<file path="src/rtl/qpp_pkg.sv">
package qpp_pkg;

  // Field and datapath widths
  localparam int POS_W      = 32;
  localparam int TIME_W     = 32;
  localparam int GAIN_W     = 16;
  localparam int DRIVE_W    = 48;
  localparam int CFG_IDX_W  = 3;
  localparam int CFG_DATA_W = 32;
  localparam int ERR_W      = POS_W + 1;       // exact target - position
  localparam int ACC_W      = POS_W + 2;       // integrator sum before clamping
  localparam int MUL_B_W    = POS_W + 2;       // wide operand of the shared multiplier
  localparam int PROD_W     = GAIN_W + MUL_B_W;
  localparam int SUM_W      = PROD_W;          // P + I + D before saturation
  localparam int FRAC_W     = 16;              // fraction bits of the Q32.16 derivative
  localparam int QUOT_W     = POS_W + FRAC_W;  // derivative width
  localparam int DPROD_W    = 64;              // deriv_gain * derivative
  localparam int DSPLIT     = QUOT_W / 2;      // derivative split for two partial products
  localparam int DIV_STEPS  = QUOT_W;
  localparam int DIV_CNT_W  = $clog2(DIV_STEPS);

  // Command codes
  localparam logic CMD_ENC  = 1'b0;
  localparam logic CMD_TICK = 1'b1;

  // Phase codes {phase_b, phase_a} in Gray order
  localparam logic [1:0] PH_00 = 2'b00;
  localparam logic [1:0] PH_01 = 2'b01;
  localparam logic [1:0] PH_11 = 2'b11;
  localparam logic [1:0] PH_10 = 2'b10;

  // Gray distance codes
  localparam logic [1:0] DIST_FWD = 2'd1;
  localparam logic [1:0] DIST_BWD = 2'd3;

  // Register indexes
  localparam logic [CFG_IDX_W-1:0] CFG_PROP_GAIN   = 3'd0;
  localparam logic [CFG_IDX_W-1:0] CFG_INTEG_GAIN  = 3'd1;
  localparam logic [CFG_IDX_W-1:0] CFG_DERIV_GAIN  = 3'd2;
  localparam logic [CFG_IDX_W-1:0] CFG_INTEG_UPPER = 3'd3;
  localparam logic [CFG_IDX_W-1:0] CFG_INTEG_LOWER = 3'd4;

  // Register reset values
  localparam logic signed [GAIN_W-1:0] GAIN_ONE = 16'sd256;

  // Drive saturation bounds in the sum width
  localparam logic signed [SUM_W-1:0] DRIVE_MAX =
    {{(SUM_W-DRIVE_W+1){1'b0}}, {(DRIVE_W-1){1'b1}}};
  localparam logic signed [SUM_W-1:0] DRIVE_MIN =
    {{(SUM_W-DRIVE_W+1){1'b1}}, {(DRIVE_W-1){1'b0}}};

  // Encoder step decided by the front end
  typedef enum logic [1:0] {
    STEP_NONE = 2'd0,
    STEP_UP   = 2'd1,
    STEP_DOWN = 2'd2
  } step_t;

  typedef struct packed {
    logic                     cmd;
    logic                     phase_a;
    logic                     phase_b;
    logic signed [POS_W-1:0]  target_pos;
    logic [TIME_W-1:0]        timestamp;
  } in_item_t;

  typedef struct packed {
    logic signed [DRIVE_W-1:0] drive;
    logic                      drive_valid;
    logic signed [POS_W-1:0]   position;
    logic                      direction;
    logic                      zero_interval;
  } out_item_t;

  // Classified operation passed from front to back
  typedef struct packed {
    logic                    is_tick;
    step_t                   step;
    logic signed [POS_W-1:0] target_pos;
    logic [TIME_W-1:0]       timestamp;
  } op_t;

  typedef struct packed {
    logic signed [GAIN_W-1:0] prop_gain;
    logic signed [GAIN_W-1:0] integ_gain;
    logic signed [GAIN_W-1:0] deriv_gain;
    logic signed [POS_W-1:0]  integ_upper;
    logic signed [POS_W-1:0]  integ_lower;
  } cfg_t;

  // Place of a phase code in the Gray sequence
  function automatic logic [1:0] gray_rank(input logic [1:0] ph);
    logic [1:0] rank;
    unique case (ph)
      PH_00: rank = 2'd0;
      PH_01: rank = 2'd1;
      PH_11: rank = 2'd2;
      PH_10: rank = 2'd3;
      default: rank = 2'd0;
    endcase
    return rank;
  endfunction

endpackage

</file>
<file path="src/rtl/qpp_front.sv">
module qpp_front (
  input  logic              clk,
  input  logic              rst_n,
  input  logic              in_valid,
  output logic              in_ready,
  input  qpp_pkg::in_item_t in_data,
  input  logic              q_ready,
  output logic              q_push,
  output qpp_pkg::op_t      q_op
);

  logic [1:0]      last_phase_r, last_phase_nxt;
  logic [1:0]      phase;
  logic [1:0]      rank_step;
  logic            accept;
  qpp_pkg::step_t  step;

  assign in_ready = q_ready;
  assign accept   = in_valid && q_ready;
  assign q_push   = accept;

  // Gray distance from the last phase seen
  assign phase     = {in_data.phase_b, in_data.phase_a};
  assign rank_step = qpp_pkg::gray_rank(phase) - qpp_pkg::gray_rank(last_phase_r);

  always_comb begin
    step = qpp_pkg::STEP_NONE;
    if (in_data.cmd == qpp_pkg::CMD_ENC) begin
      if (rank_step == qpp_pkg::DIST_FWD) begin
        step = qpp_pkg::STEP_UP;
      end else if (rank_step == qpp_pkg::DIST_BWD) begin
        step = qpp_pkg::STEP_DOWN;
      end
    end
  end

  always_comb begin
    q_op.is_tick    = (in_data.cmd == qpp_pkg::CMD_TICK);
    q_op.step       = step;
    q_op.target_pos = in_data.target_pos;
    q_op.timestamp  = in_data.timestamp;
  end

  // Every accepted encoder beat records its phase, legal or not
  always_comb begin
    last_phase_nxt = last_phase_r;
    if (accept && (in_data.cmd == qpp_pkg::CMD_ENC)) begin
      last_phase_nxt = phase;
    end
  end

  always_ff @(posedge clk) begin
    if (!rst_n) begin
      last_phase_r <= qpp_pkg::PH_00;
    end else begin
      last_phase_r <= last_phase_nxt;
    end
  end

endmodule

</file>
<file path="src/rtl/qpp_queue.sv">
module qpp_queue (
  input  logic         clk,
  input  logic         rst_n,
  input  logic         push,
  input  qpp_pkg::op_t push_op,
  output logic         wr_ready,
  output logic         rd_valid,
  output qpp_pkg::op_t rd_op,
  input  logic         pop
);

  localparam int QDEPTH = 2;
  localparam int PTR_W  = $clog2(QDEPTH);
  localparam int CNT_W  = $clog2(QDEPTH + 1);

  qpp_pkg::op_t     entry_r [QDEPTH];
  logic [PTR_W-1:0] wr_ptr_r, wr_ptr_nxt;
  logic [PTR_W-1:0] rd_ptr_r, rd_ptr_nxt;
  logic [CNT_W-1:0] cnt_r, cnt_nxt;
  logic             do_push, do_pop;

  assign wr_ready = (cnt_r != CNT_W'(QDEPTH));
  assign rd_valid = (cnt_r != '0);
  assign rd_op    = entry_r[rd_ptr_r];
  assign do_push  = push && wr_ready;
  assign do_pop   = pop && rd_valid;

  // Pointer and fill bookkeeping
  always_comb begin
    wr_ptr_nxt = wr_ptr_r;
    rd_ptr_nxt = rd_ptr_r;
    cnt_nxt    = cnt_r;
    if (do_push) begin
      wr_ptr_nxt = (wr_ptr_r == PTR_W'(QDEPTH - 1)) ? '0 : wr_ptr_r + 1'b1;
    end
    if (do_pop) begin
      rd_ptr_nxt = (rd_ptr_r == PTR_W'(QDEPTH - 1)) ? '0 : rd_ptr_r + 1'b1;
    end
    if (do_push && !do_pop) begin
      cnt_nxt = cnt_r + 1'b1;
    end else if (do_pop && !do_push) begin
      cnt_nxt = cnt_r - 1'b1;
    end
  end

  always_ff @(posedge clk) begin
    if (!rst_n) begin
      wr_ptr_r <= '0;
      rd_ptr_r <= '0;
      cnt_r    <= '0;
    end else begin
      wr_ptr_r <= wr_ptr_nxt;
      rd_ptr_r <= rd_ptr_nxt;
      cnt_r    <= cnt_nxt;
    end
  end

  // Entry storage
  always_ff @(posedge clk) begin
    if (do_push) begin
      entry_r[wr_ptr_r] <= push_op;
    end
  end

endmodule

</file>
<file path="src/rtl/qpp_div.sv">
module qpp_div (
  input  logic                                clk,
  input  logic                                rst_n,
  input  logic                                start,
  input  logic signed [qpp_pkg::QUOT_W-1:0]   dividend,
  input  logic [qpp_pkg::TIME_W-1:0]          divisor,
  output logic                                done,
  output logic signed [qpp_pkg::QUOT_W-1:0]   quot
);

  localparam int NW = qpp_pkg::QUOT_W;
  localparam int DW = qpp_pkg::TIME_W;
  localparam int CW = qpp_pkg::DIV_CNT_W;

  logic          busy_r, busy_nxt;
  logic          done_r, done_nxt;
  logic [CW-1:0] cnt_r, cnt_nxt;
  logic [NW-1:0] num_r, num_nxt;
  logic [DW-1:0] rem_r, rem_nxt;
  logic [DW-1:0] dvs_r, dvs_nxt;
  logic          neg_r, neg_nxt;
  logic [DW:0]   rem_sh;
  logic [DW:0]   rem_sub;
  logic          fits;

  // One restoring step: shift in the next dividend bit, subtract if it fits
  assign rem_sh  = {rem_r, num_r[NW-1]};
  assign rem_sub = rem_sh - {1'b0, dvs_r};
  assign fits    = (rem_sh >= {1'b0, dvs_r});

  always_comb begin
    busy_nxt = busy_r;
    done_nxt = 1'b0;
    cnt_nxt  = cnt_r;
    num_nxt  = num_r;
    rem_nxt  = rem_r;
    dvs_nxt  = dvs_r;
    neg_nxt  = neg_r;
    if (start) begin
      busy_nxt = 1'b1;
      cnt_nxt  = '0;
      rem_nxt  = '0;
      dvs_nxt  = divisor;
      neg_nxt  = dividend[NW-1];
      num_nxt  = dividend[NW-1] ? NW'(-dividend) : NW'(dividend);
    end else if (busy_r) begin
      num_nxt = {num_r[NW-2:0], fits};
      rem_nxt = fits ? rem_sub[DW-1:0] : rem_sh[DW-1:0];
      cnt_nxt = cnt_r + 1'b1;
      if (cnt_r == CW'(qpp_pkg::DIV_STEPS - 1)) begin
        busy_nxt = 1'b0;
        done_nxt = 1'b1;
      end
    end
  end

  always_ff @(posedge clk) begin
    if (!rst_n) begin
      busy_r <= 1'b0;
      done_r <= 1'b0;
    end else begin
      busy_r <= busy_nxt;
      done_r <= done_nxt;
    end
  end

  always_ff @(posedge clk) begin
    cnt_r <= cnt_nxt;
    num_r <= num_nxt;
    rem_r <= rem_nxt;
    dvs_r <= dvs_nxt;
    neg_r <= neg_nxt;
  end

  // Quotient truncates toward zero: sign applied to the magnitude
  assign done = done_r;
  assign quot = neg_r ? $signed(-num_r) : $signed(num_r);

endmodule

</file>
<file path="src/rtl/qpp_back.sv">
module qpp_back (
  input  logic               clk,
  input  logic               rst_n,
  input  qpp_pkg::cfg_t      cfg,
  input  logic               q_valid,
  input  qpp_pkg::op_t       q_op,
  output logic               q_pop,
  output logic               out_valid,
  input  logic               out_ready,
  output qpp_pkg::out_item_t out_data
);

  localparam int PW  = qpp_pkg::POS_W;
  localparam int EW  = qpp_pkg::ERR_W;
  localparam int AW  = qpp_pkg::ACC_W;
  localparam int BW  = qpp_pkg::MUL_B_W;
  localparam int MW  = qpp_pkg::PROD_W;
  localparam int SW  = qpp_pkg::SUM_W;
  localparam int QW  = qpp_pkg::QUOT_W;
  localparam int DPW = qpp_pkg::DPROD_W;
  localparam int FW  = qpp_pkg::FRAC_W;
  localparam int DS  = qpp_pkg::DSPLIT;
  localparam int DRW = qpp_pkg::DRIVE_W;

  typedef enum logic [10:0] {
    S_IDLE  = 11'b000_0000_0001,
    S_CLAMP = 11'b000_0000_0010,
    S_MULP  = 11'b000_0000_0100,
    S_MULI  = 11'b000_0000_1000,
    S_ACCI  = 11'b000_0001_0000,
    S_DIV   = 11'b000_0010_0000,
    S_MULDL = 11'b000_0100_0000,
    S_MULDH = 11'b000_1000_0000,
    S_DADD  = 11'b001_0000_0000,
    S_DSUM  = 11'b010_0000_0000,
    S_FIN   = 11'b100_0000_0000
  } state_t;

  state_t state_r, state_nxt;

  // Architectural state
  logic signed [PW-1:0] pos_r, pos_nxt;
  logic                 dir_r, dir_nxt;
  logic signed [PW-1:0] integ_r, integ_nxt;
  logic signed [PW-1:0] prior_pos_r, prior_pos_nxt;
  logic [PW-1:0]        prior_time_r, prior_time_nxt;

  // Per-tick working registers
  logic signed [EW-1:0]  err_r, err_nxt;
  logic signed [PW-1:0]  dpos_r, dpos_nxt;
  logic [PW-1:0]         dt_r, dt_nxt;
  logic                  zero_r, zero_nxt;
  logic signed [QW-1:0]  quot_r, quot_nxt;
  logic signed [MW-1:0]  prod_r;
  logic signed [SW-1:0]  sum_r, sum_nxt;
  logic signed [DPW-1:0] dacc_r, dacc_nxt;

  // Output register
  logic               out_valid_r, out_valid_nxt;
  qpp_pkg::out_item_t out_data_r, out_data_nxt;

  logic                        out_free;
  logic                        pop;
  logic                        div_start;
  logic                        div_done;
  logic signed [QW-1:0]        div_quot;
  logic signed [AW-1:0]        acc_sum;
  logic signed [AW-1:0]        acc_up;
  logic signed [AW-1:0]        acc_lo;
  logic signed [AW-1:0]        acc_clamped;
  logic signed [qpp_pkg::GAIN_W-1:0] mul_a;
  logic signed [BW-1:0]        mul_b;
  logic signed [MW-1:0]        mul_p;
  logic signed [DPW-1:0]       prod_ext;
  logic signed [SW-1:0]        sat;

  assign out_free  = !out_valid_r || out_ready;
  assign pop       = q_valid && (state_r == S_IDLE) && out_free;
  assign q_pop     = pop;
  assign out_valid = out_valid_r;
  assign out_data  = out_data_r;

  // Integrator sum, upper clamp first, then lower
  assign acc_sum = AW'(integ_r) + AW'(err_r);
  assign acc_up  = AW'(cfg.integ_upper);
  assign acc_lo  = AW'(cfg.integ_lower);
  always_comb begin
    acc_clamped = acc_sum;
    if (acc_clamped > acc_up) begin
      acc_clamped = acc_up;
    end
    if (acc_clamped < acc_lo) begin
      acc_clamped = acc_lo;
    end
  end

  // Shared gain multiplier, operands picked by state
  always_comb begin
    unique case (state_r)
      S_MULI: begin
        mul_a = cfg.integ_gain;
        mul_b = BW'(integ_r);
      end
      S_MULDL: begin
        mul_a = cfg.deriv_gain;
        mul_b = $signed({{(BW-DS){1'b0}}, quot_r[DS-1:0]});
      end
      S_MULDH: begin
        mul_a = cfg.deriv_gain;
        mul_b = BW'($signed(quot_r[QW-1:DS]));
      end
      default: begin
        mul_a = cfg.prop_gain;
        mul_b = BW'(err_r);
      end
    endcase
  end

  assign mul_p    = mul_a * mul_b;
  assign prod_ext = DPW'(prod_r);

  // Saturate to the drive range
  always_comb begin
    sat = sum_r;
    if (sum_r > qpp_pkg::DRIVE_MAX) begin
      sat = qpp_pkg::DRIVE_MAX;
    end else if (sum_r < qpp_pkg::DRIVE_MIN) begin
      sat = qpp_pkg::DRIVE_MIN;
    end
  end

  // Sequencer
  always_comb begin
    state_nxt      = state_r;
    pos_nxt        = pos_r;
    dir_nxt        = dir_r;
    integ_nxt      = integ_r;
    prior_pos_nxt  = prior_pos_r;
    prior_time_nxt = prior_time_r;
    err_nxt        = err_r;
    dpos_nxt       = dpos_r;
    dt_nxt         = dt_r;
    zero_nxt       = zero_r;
    quot_nxt       = quot_r;
    sum_nxt        = sum_r;
    dacc_nxt       = dacc_r;
    out_valid_nxt  = out_valid_r && !out_ready;
    out_data_nxt   = out_data_r;
    div_start      = 1'b0;

    unique case (state_r)
      S_IDLE: begin
        if (pop) begin
          if (q_op.is_tick) begin
            err_nxt        = EW'(q_op.target_pos) - EW'(pos_r);
            dpos_nxt       = pos_r - prior_pos_r;
            dt_nxt         = q_op.timestamp - prior_time_r;
            zero_nxt       = (q_op.timestamp == prior_time_r);
            prior_pos_nxt  = pos_r;
            prior_time_nxt = q_op.timestamp;
            state_nxt      = S_CLAMP;
          end else begin
            // Encoder beat: update count and answer at once
            unique case (q_op.step)
              qpp_pkg::STEP_UP: begin
                pos_nxt = pos_r + 1'b1;
                dir_nxt = 1'b0;
              end
              qpp_pkg::STEP_DOWN: begin
                pos_nxt = pos_r - 1'b1;
                dir_nxt = 1'b1;
              end
              default: begin
                pos_nxt = pos_r;
                dir_nxt = dir_r;
              end
            endcase
            out_valid_nxt              = 1'b1;
            out_data_nxt.drive         = '0;
            out_data_nxt.drive_valid   = 1'b0;
            out_data_nxt.position      = pos_nxt;
            out_data_nxt.direction     = dir_nxt;
            out_data_nxt.zero_interval = 1'b0;
          end
        end
      end
      S_CLAMP: begin
        integ_nxt = acc_clamped[PW-1:0];
        div_start = !zero_r;
        state_nxt = S_MULP;
      end
      S_MULP: begin
        state_nxt = S_MULI;
      end
      S_MULI: begin
        sum_nxt   = SW'(prod_r);
        state_nxt = S_ACCI;
      end
      S_ACCI: begin
        sum_nxt   = sum_r + SW'(prod_r);
        state_nxt = zero_r ? S_FIN : S_DIV;
      end
      S_DIV: begin
        if (div_done) begin
          quot_nxt  = div_quot;
          state_nxt = S_MULDL;
        end
      end
      S_MULDL: begin
        state_nxt = S_MULDH;
      end
      S_MULDH: begin
        dacc_nxt  = prod_ext;
        state_nxt = S_DADD;
      end
      S_DADD: begin
        dacc_nxt  = dacc_r + {prod_ext[DPW-DS-1:0], {DS{1'b0}}};
        state_nxt = S_DSUM;
      end
      S_DSUM: begin
        // floor shift back to Q8.8
        sum_nxt   = sum_r + SW'($signed(dacc_r[DPW-1:FW]));
        state_nxt = S_FIN;
      end
      S_FIN: begin
        if (out_free) begin
          out_valid_nxt              = 1'b1;
          out_data_nxt.drive         = sat[DRW-1:0];
          out_data_nxt.drive_valid   = 1'b1;
          out_data_nxt.position      = pos_r;
          out_data_nxt.direction     = dir_r;
          out_data_nxt.zero_interval = zero_r;
          state_nxt                  = S_IDLE;
        end
      end
      default: begin
        state_nxt = S_IDLE;
      end
    endcase
  end

  always_ff @(posedge clk) begin
    if (!rst_n) begin
      state_r      <= S_IDLE;
      pos_r        <= '0;
      dir_r        <= 1'b0;
      integ_r      <= '0;
      prior_pos_r  <= '0;
      prior_time_r <= '0;
      out_valid_r  <= 1'b0;
    end else begin
      state_r      <= state_nxt;
      pos_r        <= pos_nxt;
      dir_r        <= dir_nxt;
      integ_r      <= integ_nxt;
      prior_pos_r  <= prior_pos_nxt;
      prior_time_r <= prior_time_nxt;
      out_valid_r  <= out_valid_nxt;
    end
  end

  always_ff @(posedge clk) begin
    err_r      <= err_nxt;
    dpos_r     <= dpos_nxt;
    dt_r       <= dt_nxt;
    zero_r     <= zero_nxt;
    quot_r     <= quot_nxt;
    prod_r     <= mul_p;
    sum_r      <= sum_nxt;
    dacc_r     <= dacc_nxt;
    out_data_r <= out_data_nxt;
  end

  // Derivative divider: (dpos << 16) / dt
  qpp_div u_div (
    .clk      (clk),
    .rst_n    (rst_n),
    .start    (div_start),
    .dividend ({dpos_r, {FW{1'b0}}}),
    .divisor  (dt_r),
    .done     (div_done),
    .quot     (div_quot)
  );

endmodule

</file>
<file path="src/rtl/quadrature_position_pid.sv">
// Quadrature encoder position counter with a fixed-point PID position loop.
// Input channel (in_valid/in_ready/in_data): each beat is an encoder phase
// sample (cmd 0) or a control tick (cmd 1) carrying a target and a timestamp.
// Output channel (out_valid/out_ready/out_data): exactly one beat per input
// beat, in order; drive and zero_interval are only meaningful on ticks.
// Config port (cfg_we/cfg_idx/cfg_wdata): write-only gains and integrator
// clamps, taken on any edge with cfg_we high; write only while idle.
// An encoder sample is answered straight from the idle back end; a control
// tick spends nearly all of its time in the 48-step bit-serial divider that
// forms the derivative, skipped when the time change is zero. Encoder samples
// sustain one per cycle while the output is not stalled; a tick holds the
// back end until its result is in the output register.
// A two-entry queue between the classifying front end and the arithmetic
// back end keeps in_ready up while a tick is in progress, until it fills.
// When out_ready is low the result beat holds in the output register and
// the back end waits; the queue then absorbs up to two more input beats.
// Reset clears position, direction, integrator, prior position and time,
// sets all gains to 1.0 and both clamps to zero.
module quadrature_position_pid (
  input  logic                              clk,
  input  logic                              rst_n,
  input  logic                              in_valid,
  output logic                              in_ready,
  input  qpp_pkg::in_item_t                 in_data,
  output logic                              out_valid,
  input  logic                              out_ready,
  output qpp_pkg::out_item_t                out_data,
  input  logic                              cfg_we,
  input  logic [qpp_pkg::CFG_IDX_W-1:0]     cfg_idx,
  input  logic [qpp_pkg::CFG_DATA_W-1:0]    cfg_wdata
);

  localparam int GW = qpp_pkg::GAIN_W;

  qpp_pkg::cfg_t cfg_r, cfg_nxt;
  qpp_pkg::op_t  push_op;
  qpp_pkg::op_t  head_op;
  logic          q_ready;
  logic          q_push;
  logic          q_valid;
  logic          q_pop;

  // Configuration registers; unused indexes are dropped
  always_comb begin
    cfg_nxt = cfg_r;
    if (cfg_we) begin
      unique case (cfg_idx)
        qpp_pkg::CFG_PROP_GAIN:   cfg_nxt.prop_gain   = cfg_wdata[GW-1:0];
        qpp_pkg::CFG_INTEG_GAIN:  cfg_nxt.integ_gain  = cfg_wdata[GW-1:0];
        qpp_pkg::CFG_DERIV_GAIN:  cfg_nxt.deriv_gain  = cfg_wdata[GW-1:0];
        qpp_pkg::CFG_INTEG_UPPER: cfg_nxt.integ_upper = cfg_wdata;
        qpp_pkg::CFG_INTEG_LOWER: cfg_nxt.integ_lower = cfg_wdata;
        default: cfg_nxt = cfg_r;
      endcase
    end
  end

  always_ff @(posedge clk) begin
    if (!rst_n) begin
      cfg_r.prop_gain   <= qpp_pkg::GAIN_ONE;
      cfg_r.integ_gain  <= qpp_pkg::GAIN_ONE;
      cfg_r.deriv_gain  <= qpp_pkg::GAIN_ONE;
      cfg_r.integ_upper <= '0;
      cfg_r.integ_lower <= '0;
    end else begin
      cfg_r <= cfg_nxt;
    end
  end

  qpp_front u_front (
    .clk      (clk),
    .rst_n    (rst_n),
    .in_valid (in_valid),
    .in_ready (in_ready),
    .in_data  (in_data),
    .q_ready  (q_ready),
    .q_push   (q_push),
    .q_op     (push_op)
  );

  qpp_queue u_queue (
    .clk      (clk),
    .rst_n    (rst_n),
    .push     (q_push),
    .push_op  (push_op),
    .wr_ready (q_ready),
    .rd_valid (q_valid),
    .rd_op    (head_op),
    .pop      (q_pop)
  );

  qpp_back u_back (
    .clk       (clk),
    .rst_n     (rst_n),
    .cfg       (cfg_r),
    .q_valid   (q_valid),
    .q_op      (head_op),
    .q_pop     (q_pop),
    .out_valid (out_valid),
    .out_ready (out_ready),
    .out_data  (out_data)
  );

endmodule

</file>
<file path="config.mk">
export PLATFORM = sky130hd
export DESIGN_NAME = quadrature_position_pid
export DESIGN_NICKNAME = d
export VERILOG_FILES = /design/src/rtl/qpp_pkg.sv /design/src/rtl/qpp_front.sv /design/src/rtl/qpp_queue.sv /design/src/rtl/qpp_div.sv /design/src/rtl/qpp_back.sv /design/src/rtl/quadrature_position_pid.sv
export SDC_FILE = /design/constraint.sdc
export NUM_CORES = 2
export LEC_CHECK = 0
export ABC_AREA = 0
export BUFFER_PORTS_ARGS = -buffer_cell sky130_fd_sc_hd__buf_2
export CAP_MARGIN = 10
export CORE_UTILIZATION = 60
export DETAILED_ROUTE_END_ITERATION = 7
export PLACE_DENSITY = 0.88
export SKIP_CTS_REPAIR_TIMING = 1
export SKIP_LAST_GASP = 1
export SLEW_MARGIN = 20
export SYNTH_ARGS = -nofsm -noshare
export SYNTH_HDL_FRONTEND = slang
export SYNTH_SLANG_ARGS = --single-unit
</file>
<file path="constraint.sdc">
create_clock -name clk -period 15.9 [get_ports clk]
set_input_delay 2.385 -clock clk [delete_from_list [all_inputs] [get_ports clk]]
set_output_delay 2.385 -clock clk [all_outputs]
set_load 0.005 [all_outputs]
</file>
==> Word-level counts from Yosys, hierarchy flattened <==
Memory sizes are Yosys's and may differ from the RTL's. A register that Yosys moved wholly into a read port is not among the register bits.
Index checks and enable logic that the tools add are counted.
{ "word_totals": {"output_inout_bits": 85, "mem_count": 1, "mem_bits_rw": 134, "regBits": 773} }
{ "op_classes": {"n_addsub": 18, "muxes": 47, "reduce_logical": 36, "mul": 1, "n_bitwise": 4, "n_eq_ne": 33, "magnitude_cmp": 5} }
{ "memory_table": {"columns": ["name", "depth", "word_bits", "rd", "rd_ports_with_merged_regs", "wr", "line_no", "source"], "rows": [
  ["u_queue.entry_r", 2, 67, 1, 1, 1, "qpp_queue.sv:16", "qpp_pkg::op_t entry_r [QDEPTH];"]
]} }
{ "op_table": {"columns": ["cell", "count"], "rows": [
  ["$mux W48", 6],
  ["$mux W83", 3],
  ["$pmux W83 S2", 1],
  ["$pmux W50 S3", 1],
  ["$pmux W64 S2", 1],
  ["$pmux W11 S11", 1],
  ["$pmux W34 S3", 1],
  ["$neg A48 Y48", 2],
  ["$sub A32 B32 Y32", 3],
  ["$add A64 B64 Y64", 1],
  ["$mux W32", 2],
  ["$pmux W32 S2", 1],
  ["$mux W11", 5],
  ["$add A50 B48 Y50", 1],
  ["$add A50 B50 Y50", 1],
  ["$gt A50 B48 Y1 const B", 1],
  ["$lt A50 B48 Y1 const B", 1],
  ["$mul A16 B34 Y50", 1],
  ["$add A32 B33 Y34", 1],
  ["$gt A34 B32 Y1", 1],
  ["$lt A34 B32 Y1", 1],
  ["$mux W34", 1],
  ["$ge A33 B32 Y1", 1],
  ["$sub A32 B32 Y33", 1],
  ["other kinds (45)", 105]
]} }

==> Logic depth before layout (Yosys ltp) <==
{ "logic_depth": {"depth_word": 7, "depth_mapped": 39} }

==> Hierarchy <==
From an unflattened synthesis, not the netlist that was laid out.
{ "unflattened": {"hier_cells": 7577, "area_unflattened_um2": 70397.5} }
{ "modules_own_cells": {"columns": ["mod", "area_per_inst_um2", "cells_per_inst", "seq_area_each_um2", "n_inst"], "rows": [
  ["qpp_back", 52222.6, 5911, 13643.1, 1],
  ["qpp_div", 8331.7, 949, 3233.1, 1],
  ["qpp_queue", 5077.4, 232, 4124.0, 1],
  ["quadrature_position_pid", 4108.9, 403, 2242.2, 1],
  ["qpp_front", 656.9, 82, 40.0, 1]
]} }

==> Worst setup path before layout <==
No wires, ideal clock.
{ "synth_timing": {"path_type": "register to register", "from": "reg u_back.state_r[10]", "to": "reg u_back.prod_r[46]", "period_less_slack_ns": 9.155, "required_ns": 15.838, "setup_time_ns": 0.062, "arrival_time_ns": 9.093, "stages_incl_launch_ff": 34, "setup_slack_ns": 6.745, "path_cell_list": "dfxtp_1 nor4_1 nor2b_1 nor3b_1 and4b_1 clkbuf_1 inv_1 and3_1 clkbuf_1 clkbuf_1 a21oi_1 clkbuf_1 nor2_1 fa_1 fa_1 fa_1 fa_1 fa_1 inv_1 fa_1 inv_1 ha_1 clkbuf_1 and3_1 and3_1 and4_1 a21boi_0 nand4_1 nand2_1 o21ai_0 a22oi_1 o21ai_0 or4b_2 nand3_1"} }
{ "synth_via": {"elab_chain_len": 4} }
{ "synth_lines": {"columns": ["element", "line_no", "source"], "rows": [
  ["start, declared", "qpp_back.sv:39", "state_t state_r, state_nxt;"],
  ["start signal, assigned", "qpp_back.sv:252", "state_r <= state_nxt;"],
  ["$eq A11 B7 Y1 / $eq A11 B8 Y1 (equally long branches)", "qpp_back.sv:99", "unique case (state_r)"],
  ["$reduce_or A2 Y1 (no source line)", null, null],
  ["$pmux W16 S2", "qpp_back.sv:99", null],
  ["$mul A16 B34 Y50 (*)", "qpp_back.sv:119", "assign mul_p = mul_a * mul_b;"],
  ["via u_back.mul_p[46]", "qpp_back.sv:73", "logic signed [MW-1:0] mul_p;"],
  ["end signal, assigned", "qpp_back.sv:268", "prod_r <= mul_p;"],
  ["end, declared", "qpp_back.sv:54", "logic signed [MW-1:0] prod_r;"]
]} }
The timed path passes the listed nets; every way through them passes the cells marked *.
A chain may end at the register's enable or synchronous reset.

==> Worst setup path after layout <==
{ "layout_timing": {"from": "reg u_back.state_r[10]", "to": "reg u_back.prod_r[48]"} }
The elaborated chain is that of the path after synthesis.

==> summary.txt <==
STA
  – Max-slew headroom: 0.212
  – RSZ-0062 raised after global routing: no
  – Setup_tns: 0 ns
  – Fin crit period: 10.76 ns
  – Least-Margin Pin Slew: 1.17 ns
  – Fin. max-slew vios: 0
  – Final setup fails: 0
  – Max Freq: 92.9 MHz
  – Post-layout worst setup margin: 5.14 ns
  – Worst clock skew: 0.0584 ns
  – Final hold viol count: 0
  – Fin crit share: 0.677

Worst setup path
  – Crit path largest cell delay: 0.79 ns
  – Worst r2r dst: u_back.prod_r[48]$_DFF_P_
  – Setup crit end kind: register
  – Worst EP required: 16.46 ns
  – Reg2Reg Depth: 33
  – Worst EP arrival: 11.33 ns
  – Crit path kind: reg2reg
  – Worst Setup Start Kind: register
  – CP most frequent cell: fa_1
  – Critical path fanouts, max: 25
  – Crit path launch: u_back.state_r[10]$_SDFFE_PN0P_
  – Crit-path slowest cell: nor4_1
  – FF-to-FF setup slack: 5.14 ns
  – Endpoint of the worst setup timing path: u_back.prod_r[48]$_DFF_P_
  – Levels on crit path: 33
  – CP delay by family, top: simple AND/OR/NAND/NOR gates
  – WP buf/inv: 6
  – RR Startpoint: u_back.state_r[10]$_SDFFE_PN0P_

Yosys
  – Yosys reg bits: 892
  – Top post-synthesis cells by area: edfxtp_1 24%, fa_1 15%, dfxtp_1 10%
  – Number of synthesized flops with an enable pin: 542
  – Avg Cell Area, Syn: 9.16 um^2
  – Top FF cell, synth: edfxtp_1
  – Post-synth ARST share: 0
  – Sequential area share after synthesis: 0.338
  – Mapped Cells: 7514
  – Synth top area share: 0.236
  – Largest area contributor in the netlist: edfxtp_1
  – Post-Synthesis Cell Area: 0.0689 mm^2
  – Syn_nets: 8607
  – Distinct cells, synth: 76
  – Synth warn: 0

Placed design
  – HPWL Detailed: 140000 um
  – Gpl congestion: 1.03
  – Placed cell count: 8973
  – Pre-CTS WS: 5.35 ns
  – Port Buf Inserts: 191
  – Placed cell areas: 0.0712 mm^2

Worst hold path
  – Hold Crit Class: reg2reg

Status
  – Failing checks: design-rule violations
  – Status: complete, but fails checks

Power
  – Peak supply drop: 0.153 mV
  – Static Leak: 31.8 nW
  – PwrDens: 148 mW/mm^2

Detailed routing
  – Drt first pass iters: 8
  – Violation count after the first detailed-route iteration: 5298
  – DRC: 3
  – Wire per inst: 20.6 um
  – Via count: 55.6k
  – Routed Antenna Nets: 0
  – Drt total wl: 188000 um
  – Via density: 6.07

Finish
  – Finished Layout Cells: 9158
  – Post-route cell area: 0.0747 mm^2
  – Filler Cell Count: 8570
  – Most common cell after layout, fill and taps aside: nand2_1
  – Area Growth Syn to Fin: 8.48%
  – Layout cells sized above 1: 0.0750
  – Nets@finish: 8666
  – Commonest non-fill, non-tap cells in the layout: 1161 x nand2_1, 929 x inv_1, 542 x edfxtp_1

CTS
  – H-tree Lvls: 3
  – Clock-pin slew on the worst setup and hold paths: 0.06 ns
  – CTS Sinks: 892
  – CTS tree: done
  – Clk_lat worst skew: 0.72 ns
  – Clock buffer depth: 3
  – Root Buffer: clkbuf_16
  – Total CTS buffers: 95

Floorplanning
  – Die height: 341 um
  – Total die area: 0.116 mm^2
  – IO Count: 192
  – Die width: 341 um
  – Row count: 123
  – Area of the core: 0.113 mm^2
  – Initial Util: 0.609

GRT
  – Gr usage total: 0.320
  – Initial antenna violation count: 2
  – Total grt overflow: 0
  – First-pass GRT wire length: 294000 um
  – Vias in the first global route: 55.2k
  – Largest net degree at the start of global routing: 110

Run
  – Max Cap Viol: 0
==> routing by layer <==
layer  part of all wire  global-route usage
met5           0.000090                   0
met4              0.069               0.189
met3              0.090              0.0531
met2               0.46               0.526
met1               0.38               0.399
==> kinds of logic after synthesis <==
family          synth area share
simple gates               0.140
fa+ha+maj                  0.235
flops                      0.338
xor+xnor                  0.0488
compound gates             0.151
mux                       0.0204
buf+inv                   0.0671
==> cell type report <==
cell class,instances,area (um^2),share of cell area
Antenna cell,2,5.00,0.0000670
Clock buffer,133,2780,0.0372
Sequential cell,892,23300,0.312
Timing Repair Buffer,261,1540,0.0206
Clock inverter,47,582,0.00779
Tap cell,1500,1880,0.0251
Inverter,932,3500,0.0469
Multi-Input combinational cell,5391,41100,0.551
==> worst min-delay path by stage <==
stage / from / depth (start not counted) / endpoint
floorplan: u_back.dt_r[0]$_DFFE_PP_ / 0 / u_back.u_div.dvs_r[0]$_DFFE_PP_
global placement: u_back.dt_r[4]$_DFFE_PP_ / 0 / u_back.u_div.dvs_r[4]$_DFFE_PP_
detailed placement: u_back.dt_r[5]$_DFFE_PP_ / 0 / u_back.u_div.dvs_r[5]$_DFFE_PP_
CTS: u_back.dt_r[5]$_DFFE_PP_ / 0 / u_back.u_div.dvs_r[5]$_DFFE_PP_
global route: u_back.dt_r[4]$_DFFE_PP_ / 0 / u_back.u_div.dvs_r[4]$_DFFE_PP_
finish: u_back.dt_r[5]$_DFFE_PP_ / 0 / u_back.u_div.dvs_r[5]$_DFFE_PP_
==> cell usage after synthesis (12+ instances only) <==
library cell / n
a21oi_1: 531
mux2i_1: 56
or4_1: 21
o311ai_0: 27
a31oi_1: 31
o21bai_1: 46
a2111oi_0: 13
a211o_1: 16
nand4_1: 64
or2_2: 23
xnor2_1: 227
o41ai_1: 13
nor3_1: 56
nand2b_1: 48
nor4_1: 21
inv_1: 931
nor2b_1: 52
xor2_1: 157
clkbuf_1: 287
o21a_1: 118
and3_1: 40
nand3_1: 85
edfxtp_1: 542
o21ai_1: 22
nand2_1: 1163
fa_1: 513
o211ai_1: 12
a22o_1: 18
nor2_1: 506
o21ai_0: 434
a211oi_1: 43
a311oi_1: 13
a22oi_1: 25
dfxtp_1: 350
or3_1: 26
a21boi_0: 20
and4_1: 13
and2_1: 55
ha_1: 473
mux2_2: 75
a21o_1: 179
o31ai_1: 35
==> sequential cells by signal, summed over array words and instances, names as in the netlist, 6 cells and up, named ones only <==
register,count
u_back.err_r,33
u_back.sum_r,50
u_back.pos_r,32
u_back.u_div.num_r,48
u_back.out_data,83
u_back.quot_r,48
u_back.state_r,11
cfg_r,112
u_queue.entry_r,134
u_back.prior_pos_r,32
u_back.u_div.rem_r,32
u_back.dacc_r,48
u_back.u_div.cnt_r,6
u_back.dpos_r,32
u_back.dt_r,32
u_back.prior_time_r,32
u_back.u_div.dvs_r,32
u_back.integ_r,32
u_back.prod_r,50
==> per-stage QoR <==
| stage | total power, W | hold slack, ns | utilization |
|---|---|---|---|
| floorplan | 0.00725 | 0.400 | - |
| global placement | 0.00838 | 0.405 | 0.630 |
| detailed placement | 0.00860 | 0.405 | 0.630 |
| CTS | 0.0110 | 0.419 | 0.660 |
| global route | 0.0118 | 0.427 | 0.660 |
| finish | 0.0111 | 0.421 | 0.660 |
==> power by group <==
group / internal (W) / switching (W) / total, W
Combinational: 0.00210 / 0.00324 / 0.00534
Clock: 0.00135 / 0.000986 / 0.00234
Sequential: 0.00303 / 0.000371 / 0.00340
Power figures use the tool's default switching activity.
